**config.mk**
```make
export PLATFORM = sky130hd
export DESIGN_NAME = tpg_pattern
export DESIGN_NICKNAME = d
export VERILOG_FILES = /design/src/hw/rtl/tpg_pkg.sv /design/src/hw/rtl/tpg_pattern.sv
export SDC_FILE = /design/constraint.sdc
export NUM_CORES = 1
export LEC_CHECK = 0
export CAP_MARGIN = 20
export CORE_MARGIN = 2
export CORE_UTILIZATION = 40
export DETAILED_ROUTE_END_ITERATION = 6
export DONT_BUFFER_PORTS = 1
export REMOVE_ABC_BUFFERS = 1
export SLEW_MARGIN = 20
export SYNTH_ARGS = -nofsm -noshare
export SYNTH_HDL_FRONTEND = slang
export SYNTH_SLANG_ARGS = --single-unit
```
**constraint.sdc**
```tcl
create_clock -name vclk -period 3.1
set_input_delay 0 -clock vclk [all_inputs]
set_output_delay 0 -clock vclk [all_outputs]
set_load 0.01 [all_outputs]
```
**src/hw/rtl/tpg_pkg.sv**
```systemverilog
package tpg_pkg;

  // coordinate and pixel widths
  localparam int unsigned CoordW = 10;
  localparam int unsigned PixelW = 8;

  // frame geometry; the frame height documents the frame only
  localparam int unsigned FrameWidth  = 1024;
  localparam int unsigned FrameHeight = 768;

  // width of the diagonal sums, enough for the 1024 pixel frame width
  localparam int unsigned SumW = 12;

  localparam logic [PixelW-1:0] White = 8'hFF;
  localparam logic [PixelW-1:0] Black = 8'h00;

  // pattern codes; odd codes of the block patterns use 128 pixel blocks
  typedef enum logic [3:0] {
    PAT_RAMP2,
    PAT_RAMP2_INV,
    PAT_RAMP4,
    PAT_RAMP4_INV,
    PAT_CHECK_S,
    PAT_CHECK_L,
    PAT_CHKDIAG_S,
    PAT_CHKDIAG_L,
    PAT_RISE_S,
    PAT_RISE_L,
    PAT_FALL_S,
    PAT_FALL_L,
    PAT_WEDGE_S,
    PAT_WEDGE_L
  } pattern_e;

  typedef struct packed {
    logic [CoordW-1:0] row;
    logic [CoordW-1:0] column;
  } coord_t;

endpackage

```
**src/hw/rtl/tpg_pattern.sv**
```systemverilog
module tpg_pattern (
  input  tpg_pkg::pattern_e            sel_i,
  input  tpg_pkg::coord_t              coord_i,
  output logic [tpg_pkg::PixelW-1:0]   pixel_o
);
  import tpg_pkg::*;

  localparam logic [SumW-1:0] FallOffset = SumW'(FrameWidth - 1);

  logic                lg;
  logic                rb, cb, rise_b, fall_b;
  logic [SumW-1:0]     sum_rise, sum_fall;
  logic [CoordW-2:0]   half;
  logic [8:0]          seg;
  logic [PixelW-1:0]   ramp2, ramp2_inv, ramp4;
  logic [6:0]          ri, ci, rev;
  logic [PixelW-1:0]   wedge_px;

  always_comb begin
    lg = sel_i[0];
    rb = lg ? coord_i.row[7] : coord_i.row[6];
    cb = lg ? coord_i.column[7] : coord_i.column[6];

    sum_rise = SumW'(coord_i.row) + SumW'(coord_i.column);
    sum_fall = SumW'(coord_i.row) + FallOffset - SumW'(coord_i.column);
    rise_b   = lg ? sum_rise[7] : sum_rise[6];
    fall_b   = lg ? sum_fall[7] : sum_fall[6];

    // triangle ramps: falling half is the complement of the low byte
    half      = coord_i.column[CoordW-1:1];
    seg       = coord_i.column[8:0];
    ramp2     = half[8] ? ~half[7:0] : half[7:0];
    ramp2_inv = half[8] ? (half[7:0] + 8'd1) : ~half[7:0];
    ramp4     = seg[8] ? ~seg[7:0] : seg[7:0];

    // offsets inside a block and the mirrored row offset
    ri  = lg ? coord_i.row[6:0]    : {1'b0, coord_i.row[5:0]};
    ci  = lg ? coord_i.column[6:0] : {1'b0, coord_i.column[5:0]};
    rev = lg ? ~coord_i.row[6:0]   : {1'b0, ~coord_i.row[5:0]};

    if (!rb && !cb) begin
      wedge_px = (rev < ci) ? White : Black;
    end else if (!rb) begin
      wedge_px = (ri < ci) ? Black : White;
    end else if (!cb) begin
      wedge_px = (ri <= ci) ? White : Black;
    end else begin
      wedge_px = (rev < ci) ? Black : White;
    end

    case (sel_i)
      PAT_RAMP2:                    pixel_o = ramp2;
      PAT_RAMP2_INV:                pixel_o = ramp2_inv;
      PAT_RAMP4:                    pixel_o = ramp4;
      PAT_RAMP4_INV:                pixel_o = ~ramp4;
      PAT_CHECK_S, PAT_CHECK_L:     pixel_o = (rb ^ cb) ? Black : White;
      PAT_CHKDIAG_S, PAT_CHKDIAG_L: pixel_o = (rb ^ cb ^ rise_b) ? Black : White;
      PAT_RISE_S, PAT_RISE_L:       pixel_o = rise_b ? White : Black;
      PAT_FALL_S, PAT_FALL_L:       pixel_o = fall_b ? White : Black;
      PAT_WEDGE_S, PAT_WEDGE_L:     pixel_o = wedge_px;
      default:                      pixel_o = Black;
    endcase
  end

endmodule

```
==> results of run 1 <==
-- critical path: stages --
cell and delay [ns]:
sky130_fd_sc_hd__inv_1 0.06, sky130_fd_sc_hd__ha_1 0.40, sky130_fd_sc_hd__inv_1 0.10, sky130_fd_sc_hd__a211oi_1 0.48
sky130_fd_sc_hd__nand3b_1 0.17, sky130_fd_sc_hd__a2111o_1 0.44, sky130_fd_sc_hd__a311oi_4 0.46, sky130_fd_sc_hd__nand3_1 0.23
-- cell families (layout without fill, tap and decap cells) --
logic type	Yosys count	after routing	share of synthesized area [%]
AO/OA/AOI/OAI	62	62	30.39
buffers and inverters	29	21	10.74
multiplexers	2	2	1.572
AND/OR/NAND/NOR	81	81	28.47
adder cells (fa/ha/maj)	26	26	22.71
XOR/XNOR	10	10	6.114
-- per-stage QoR --
stage          util (%)  hold slack (ns)  total power, mW
3_3_place_gp      41.86           0.1367           0.1998
5_1_grt           42.05           0.1417           0.2260
6_report          42.05           0.1347           0.1997
4_1_cts           41.86           0.1368           0.2016
3_5_place_dp      41.86           0.1365           0.2008
2_1_floorplan         -           0.1288           0.1661
-- synth_stat cells (2+ instances only) --
library cell               count  area, um^2
sky130_fd_sc_hd__o31ai_1       2       15.01
sky130_fd_sc_hd__inv_1        20       75.07
sky130_fd_sc_hd__buf_6         4       45.04
sky130_fd_sc_hd__nor3b_1       2       15.01
sky130_fd_sc_hd__xor2_1        2       17.52
sky130_fd_sc_hd__nor4_1        4       25.02
sky130_fd_sc_hd__nand3b_1      4       30.03
sky130_fd_sc_hd__nand2_1      21       78.83
sky130_fd_sc_hd__clkbuf_1      2       7.510
sky130_fd_sc_hd__xnor2_1       8       70.07
sky130_fd_sc_hd__and2_1        2       12.51
sky130_fd_sc_hd__nor2b_1       2       12.51
sky130_fd_sc_hd__nor2_1       18       67.56
sky130_fd_sc_hd__ha_1         26       325.3
sky130_fd_sc_hd__a211oi_1      5       37.54
sky130_fd_sc_hd__nor3_1        9       45.04
sky130_fd_sc_hd__o21ai_0      13       65.06
sky130_fd_sc_hd__nand3_1      11       55.05
sky130_fd_sc_hd__nand4_1       2       12.51
sky130_fd_sc_hd__a21oi_1      17       85.08
sky130_fd_sc_hd__mux2_2        2       22.52
sky130_fd_sc_hd__o32a_1        3       30.03
sky130_fd_sc_hd__o21a_1        2       15.01
sky130_fd_sc_hd__o22ai_1       6       37.54
-- worst max-delay path by stage --
stage               startpoint          to  slack (ns)
floorplan           coord_i[6]  pixel_o[7]        1.10
global placement    coord_i[5]  pixel_o[7]        0.74
detailed placement  coord_i[5]  pixel_o[7]        0.73
CTS                 coord_i[4]  pixel_o[7]        0.72
global route        coord_i[5]  pixel_o[7]        0.53
finish              coord_i[5]  pixel_o[7]        0.74
-- layer usage --
layer	vias to the layer above	part of all wire [%]	GRT usage, %
li1	753	-	-
met1	695	46	25.53
met2	30	49	33.85
met3	0	4.6	0.8803
met4	0	0	0.5435
met5	-	0	0
-- power by group --
part | switching [mW] | internal [mW] | leakage, nW
combinational | 0.119 | 0.0802 | 0.596
clock | 0 | 0 | 0
sequential | 0 | 0 | 0
total | 0.119 | 0.0802 | 0.596
-- layout make-up --
cell class	instances	area, um^2
timing repair buffer	1	7.507
inverter	20	75.07
fill	382	1964
multi-input combinational	181	1285
tap	46	57.56
==> impl_metrics.ini, run 1 <==
[detailed_routing]
antenna_violating_nets_left = 0
viasPerCell = 5.960
routedWlPerCell_um = 14.72
drt_wl_total_mm = 3.651
drtIter0Drc = 80
detail_route.first_pass.iterations = 4
num_vias = 1478
drcViolationCount = 0

[power]
p_leak_nw = 0.5960
vdd_ir_drop_max_v = 0.00005209
p_per_area_nw_per_um2 = 140.1

[cells_and_area]
commonest_cells_after_routing_fill_and_taps_aside = 26 x sky130_fd_sc_hd__ha_1, 21 x sky130_fd_sc_hd__nand2_1, 20 x sky130_fd_sc_hd__inv_1, 18 x sky130_fd_sc_hd__nor2_1, 17 x sky130_fd_sc_hd__a21oi_1
area.growth.synth_to_final_pct = -0.5238
antenna-diode-count = 0
area.sequential_um2 = 0
seq_cell_count = 0
post_layout_nonfiller_instances = 248
layout.cells.most_common = sky130_fd_sc_hd__ha_1
design.final.nets = 254
n_clock_buffer = 0
drive_gt1_share_pct = 4.950
final_area_um2 = 1425

[min_path]
min-delay-path-class = input pin to output pin
worst_hold_startpoint = coord_i[9]
min_delay_worst_endpoint = pixel_o[3]
number_of_cells_on_the_worst_hold_path = 2

[timing]
fin_crit_sh_pct = 76.08
final-hold-violation-count = 0
slew_violations = 0
fin_tns_setup_ns = 0
rsz_0062_raised_after_global_routing = no
max_clock_freq_mhz = 424.0
timing.max_slew.rel_slack_pct = 33.70
worst_slew_pin_slew_ns = 0.9911
setup_slack_ns = 0.7416
setup-violations-final = 0
finalWorstPathRequiredPeriod_ns = 2.358

[grt]
largest_net_degree_at_the_start_of_global_routing = 18
grt_first_pass_wirelength_mm = 6.451
grt_antenna_before_repair = 0
globalRouteTotalUtil_pct = 18.68
globalRoute.totalOverflow = 0
grt_pass1_vias = 1404

[placement]
placedCellCount = 248
io_buffer_count = 0
dpl_wire_length_mm = 2.921
dpl_cell_area_um2 = 1419
place_congestion = 0.8115
dpl_worst_slack_ns = 0.7279

[floorplan]
core_um2 = 3390
die-height_um = 63.85
floorplan.initialDensity_pct = 42.27
rows = 21
io_pins = 32
die_w_um = 63.85
design.die.area_um2 = 4076

[setup_path]
timing.critical_path.arrival_ns = 2.36
path_max_fanout = 8
critical_path.endpoint_type = output pin
cp-start-kind = input pin
cp.required_ns = 3.10
worst-setup-path-type = input pin to output pin

[synthesis]
synthDistinctLibCells = 47
synth.cell_area_um2 = 1433
ys_seq_area_share_pct = 0
yosysWarningCount = 0
syn_inst_count = 210
synth.avg_cell_area_um2 = 6.822

[flow_run]
drv_cap = 0

[clock_tree]
postCtsSetupBuffers = 0
cts.repair.resized = 0
cts_hold_repair.buffers = 0

[run_status]
outcome = finished clean
Note: power is estimated with default switching activity, not from simulation.
==> inputs of run 2 (changes only) <==
Clock period 3.1 ns to 2.2 ns, I/O delays scaled along.
==> run 2 against run 1 <==
  * Cell count is 4.4% higher
  * Non-clock buffer count up 11
  * Cell area increased by 8.0%
  * Flip-flop and latch count did not move
  * Wire length up 1.2%
  * Critical endpoint unchanged
  * Setup slack lost 0.62 ns
  * Via count increased by 1.4%
  * Critical path type unchanged
  * Combinational power up 60%
  * Utilization up 3.4 points
  * Clock-buffer cell count is the same
==> impl_metrics.ini, run 2 (synthesized netlist as in run 1, its figures left out) <==
[grt]
grt_first_pass_wirelength_mm = 6.520
largest_net_degree_at_the_start_of_global_routing = 18
grt_antenna_before_repair = 0
grt_pass1_vias = 1477
globalRouteTotalUtil_pct = 18.82
globalRoute.totalOverflow = 0

[placement]
dpl_wire_length_mm = 3.011
dpl_cell_area_um2 = 1514
dpl_worst_slack_ns = 0.08960
io_buffer_count = 0
place_congestion = 0.8379

[floorplan]
core_um2 = 3390
io_pins = 32
die-height_um = 63.85
rows = 21
design.die.area_um2 = 4076
die_w_um = 63.85
floorplan.initialDensity_pct = 42.27

[detailed_routing]
num_vias = 1499
detail_route.first_pass.iterations = 4
drcViolationCount = 0
routedWlPerCell_um = 14.26
drt_wl_total_mm = 3.694
viasPerCell = 5.788
drtIter0Drc = 53
antenna_violating_nets_left = 0

[setup_path]
cp_slowest_stage_delay_ns = 0.39
critical_path.endpoint_type = output pin
worst-setup-path-type = input pin to output pin
path_max_fanout = 10
slowest_stage = sky130_fd_sc_hd__ha_1
timing.critical_path.arrival_ns = 2.08
cp-start-kind = input pin
cp_cell_sequence = inv_1 -> ha_1 -> or2b_2 -> o311ai_2 -> o21a_1 -> nor3_1 -> or3_4 -> a311oi_4 -> buf_12 -> nand3_1
timing.critical_path.max_delay_family = simple AND/OR/NAND/NOR gates
critical_path.n_buffers_inverters = 2
cp.required_ns = 2.20

[timing]
fin_tns_setup_ns = 0
setup_slack_ns = 0.1223
setup-violations-final = 0
finalWorstPathRequiredPeriod_ns = 2.078
worst_slew_pin_slew_ns = 0.4093
max_clock_freq_mhz = 481.3
slew_violations = 0
final-hold-violation-count = 0
timing.max_slew.rel_slack_pct = 72.52
fin_crit_sh_pct = 94.44

[cells_and_area]
commonest_cells_after_routing_fill_and_taps_aside = 24 x sky130_fd_sc_hd__ha_1, 21 x sky130_fd_sc_hd__nand2_1, 20 x sky130_fd_sc_hd__inv_1, 18 x sky130_fd_sc_hd__nor2_1, 17 x sky130_fd_sc_hd__a21oi_1
layout.cells.most_common = sky130_fd_sc_hd__ha_1
area.growth.synth_to_final_pct = 7.424
seq_cell_count = 0
antenna-diode-count = 0
utilization_pct = 45.40
final_area_um2 = 1539
drive_gt1_share_pct = 12.21
n_clock_buffer = 0
design.final.nets = 265
area.sequential_um2 = 0

[power]
p_seq_share_pct = 0
power.total_mw = 0.3190
p_per_area_nw_per_um2 = 207.3
combinational_group_share_of_total_power_pct = 100.0
clock_power_share_pct = 0
vdd_ir_drop_max_v = 0.00008937
p_int_mw = 0.1421
power.net_switching_mw = 0.1769
swShare_pct = 55.46
p_leak_nw = 0.6507

[run_status]
outcome = finished clean

[flow_run]
drv_cap = 0

[min_path]
min-delay-path-class = input pin to output pin

[clock_tree]
cts_hold_repair.buffers = 0
-- run 2: changes by cell type in the layout (fill, tap and decap cells not counted) --
| cell | before | now |
|---|---|---|
| sky130_fd_sc_hd__ha_2 | 0 | 2 |
| sky130_fd_sc_hd__nor4_2 | 1 | 0 |
| sky130_fd_sc_hd__ha_1 | 26 | 24 |
| sky130_fd_sc_hd__nor4_1 | 3 | 4 |
| sky130_fd_sc_hd__a211oi_1 | 5 | 3 |
| sky130_fd_sc_hd__a211oi_2 | 0 | 2 |
| sky130_fd_sc_hd__o31ai_1 | 2 | 1 |
| sky130_fd_sc_hd__nor3_2 | 0 | 1 |
| sky130_fd_sc_hd__buf_4 | 1 | 11 |
| sky130_fd_sc_hd__o31ai_2 | 0 | 1 |
| sky130_fd_sc_hd__buf_12 | 0 | 1 |
| sky130_fd_sc_hd__nor3_1 | 9 | 8 |
-- run 2: what timing repair did --
action / 4_1_cts / 5_1_grt
buffers inserted: 0 / 0
gates resized for setup: 0 / 6
setup endpoints to repair: 0 / 8
-- run 2: final timing paths --
check / from / end / slack [ns] / cells after the start
worst max-delay path: coord_i[6] / pixel_o[7] / 0.12 / 10
worst min-delay path: coord_i[9] / pixel_o[3] / 0.14 / 2
-- run 2: area by class of cell --
class,count,area (um^2)
fillers,357,1851
inverters,20,75.07
multi-input cells,181,1304
well taps,46,57.56
repair buffers,12,102.6
-- run 2: per-stage QoR --
| stage | hold slack, ns | cells |
|---|---|---|
| 2_1_floorplan | 0.1288 | 201 |
| 3_3_place_gp | 0.1383 | 259 |
| 3_5_place_dp | 0.1414 | 259 |
| 4_1_cts | 0.1426 | 259 |
| 5_1_grt | 0.1514 | 259 |
| 6_report | 0.1389 | 259 |
-- run 2: per-layer routing --
metal | wire length, um | GRT usage [%]
met5 | 0 | 0
met4 | 53 | 2.174
met3 | 139 | 1.408
met2 | 1795 | 33.98
met1 | 1706 | 24.89
-- run 2: power groups by stage --
stage / logic [mW] / clock network, mW / registers, mW
detailed placement: 0.314 / 0 / 0
finish: 0.319 / 0 / 0
global placement: 0.312 / 0 / 0
floorplan: 0.234 / 0 / 0
CTS: 0.315 / 0 / 0
global route: 0.359 / 0 / 0
==> inputs of run 3 (changes only) <==
==> constraint.sdc (replaced) <==
create_clock -name vclk -period 2.2
set_input_delay 0 -clock vclk [all_inputs]
set_output_delay 0 -clock vclk [all_outputs]
set_load 0.005 [all_outputs]
==> run 3 against run 2 <==
  * Critical path depth up 1
  * Non-clock buffer count down 1
  * Clock-buffer cell count unchanged
  * Flip-flop and latch count unchanged
  * Global-route usage down 0.51 points
  * Setup slack better by 0.0089 ns
==> impl_metrics.ini, run 3 (synthesized netlist as in run 1, its figures left out) <==
[placement]
io_buffer_count = 0
placedCellCount = 257
dpl_cell_area_um2 = 1499
place_congestion = 0.8102
dpl_worst_slack_ns = 0.08035
dpl_wire_length_mm = 3.019

[power]
p_seq_share_pct = 0
power.total_mw = 0.3076
p_int_mw = 0.1409
clock_power_share_pct = 0
p_leak_nw = 0.6507
p_per_area_nw_per_um2 = 200.9
combinational_group_share_of_total_power_pct = 100.0
swShare_pct = 54.21
vdd_ir_drop_max_v = 0.00006978
power.net_switching_mw = 0.1668

[cells_and_area]
layout.cells.most_common = sky130_fd_sc_hd__ha_1
design.final.nets = 264
area.growth.synth_to_final_pct = 6.900
area.sequential_um2 = 0
post_layout_nonfiller_instances = 258
seq_cell_count = 0
utilization_pct = 45.18
drive_gt1_share_pct = 11.79
n_clock_buffer = 0
final_area_um2 = 1531
antenna-diode-count = 0
commonest_cells_after_routing_fill_and_taps_aside = 24 x sky130_fd_sc_hd__ha_1, 21 x sky130_fd_sc_hd__nand2_1, 20 x sky130_fd_sc_hd__inv_1, 18 x sky130_fd_sc_hd__nor2_1, 17 x sky130_fd_sc_hd__a21oi_1

[timing]
final-hold-violation-count = 0
finalWorstPathRequiredPeriod_ns = 2.069
setup_slack_ns = 0.1312
max_clock_freq_mhz = 483.4
setup-violations-final = 0
worst_slew_pin_slew_ns = 0.4513
slew_violations = 0
timing.max_slew.rel_slack_pct = 69.70
fin_crit_sh_pct = 94.04

[floorplan]
core_um2 = 3390
rows = 21
floorplan.initialDensity_pct = 42.27
io_pins = 32
design.die.area_um2 = 4076
die-height_um = 63.85
die_w_um = 63.85

[setup_path]
critical_path.endpoint_type = output pin
worst-setup-path-type = input pin to output pin
cp.required_ns = 2.20
path_max_fanout = 8
timing.critical_path.arrival_ns = 2.07
cp-start-kind = input pin

[grt]
grt_first_pass_wirelength_mm = 6.306
grt_antenna_before_repair = 0
largest_net_degree_at_the_start_of_global_routing = 18
globalRouteTotalUtil_pct = 18.31
grt_pass1_vias = 1444
globalRoute.totalOverflow = 0

[detailed_routing]
routedWlPerCell_um = 14.41
drtIter0Drc = 68
drt_wl_total_mm = 3.717
num_vias = 1473
viasPerCell = 5.709
antenna_violating_nets_left = 0
detail_route.first_pass.iterations = 4
drcViolationCount = 0

[run_status]
outcome = finished clean

[clock_tree]
cts_hold_repair.buffers = 0

[min_path]
min-delay-path-class = input pin to output pin

[flow_run]
drv_cap = 0
[run 3: worst max-delay path, cell delays in order]
cell	delay [ns]
sky130_fd_sc_hd__inv_1	0.11
sky130_fd_sc_hd__ha_2	0.33
sky130_fd_sc_hd__a21oi_1	0.17
sky130_fd_sc_hd__nor3b_2	0.08
sky130_fd_sc_hd__buf_4	0.13
sky130_fd_sc_hd__nor3_2	0.20
sky130_fd_sc_hd__nor3_1	0.09
sky130_fd_sc_hd__or3_4	0.38
sky130_fd_sc_hd__a311oi_4	0.33
sky130_fd_sc_hd__buf_12	0.16
sky130_fd_sc_hd__o211ai_2	0.08
[run 3: layer usage]
layer	global-route usage [%]	share of wire (%)
met1	24.15	48
met2	33.07	48
met3	1.232	2.7
met4	2.446	0.94
met5	0	0
[run 3: what timing repair did]
action,CTS,global route
gates resized for setup,0,6
setup endpoints to repair,0,8
setup buffers,0,1
[run 3: path summary, 6_finish.rpt]
kind,from,endpoint,slack (ns),cells past startpoint
worst max-delay path,coord_i[1],pixel_o[0],0.13,11
worst min-delay path,coord_i[9],pixel_o[3],0.11,2
[run 3: final cells by class]
cell class	instances	area, um^2
fill	365	1858
inverter	20	75.07
multi-input combinational	181	1304
tap	46	57.56
timing repair buffer	11	95.09
[run 3: power by group through the flow]
stage | combinational, mW | sequential [mW] | clock [mW]
final | 0.308 | 0 | 0
after global routing | 0.344 | 0 | 0
after CTS | 0.301 | 0 | 0
after detailed placement | 0.300 | 0 | 0
after global placement | 0.298 | 0 | 0
after floorplan | 0.222 | 0 | 0
[run 3: stage by stage]
step	hold slack [ns]	TNS, ns
4_1_cts	0.1092	0
3_5_place_dp	0.1085	0
5_1_grt	0.1143	-0.01185
3_3_place_gp	0.1059	0
6_report	0.1073	0
2_1_floorplan	0.09728	0
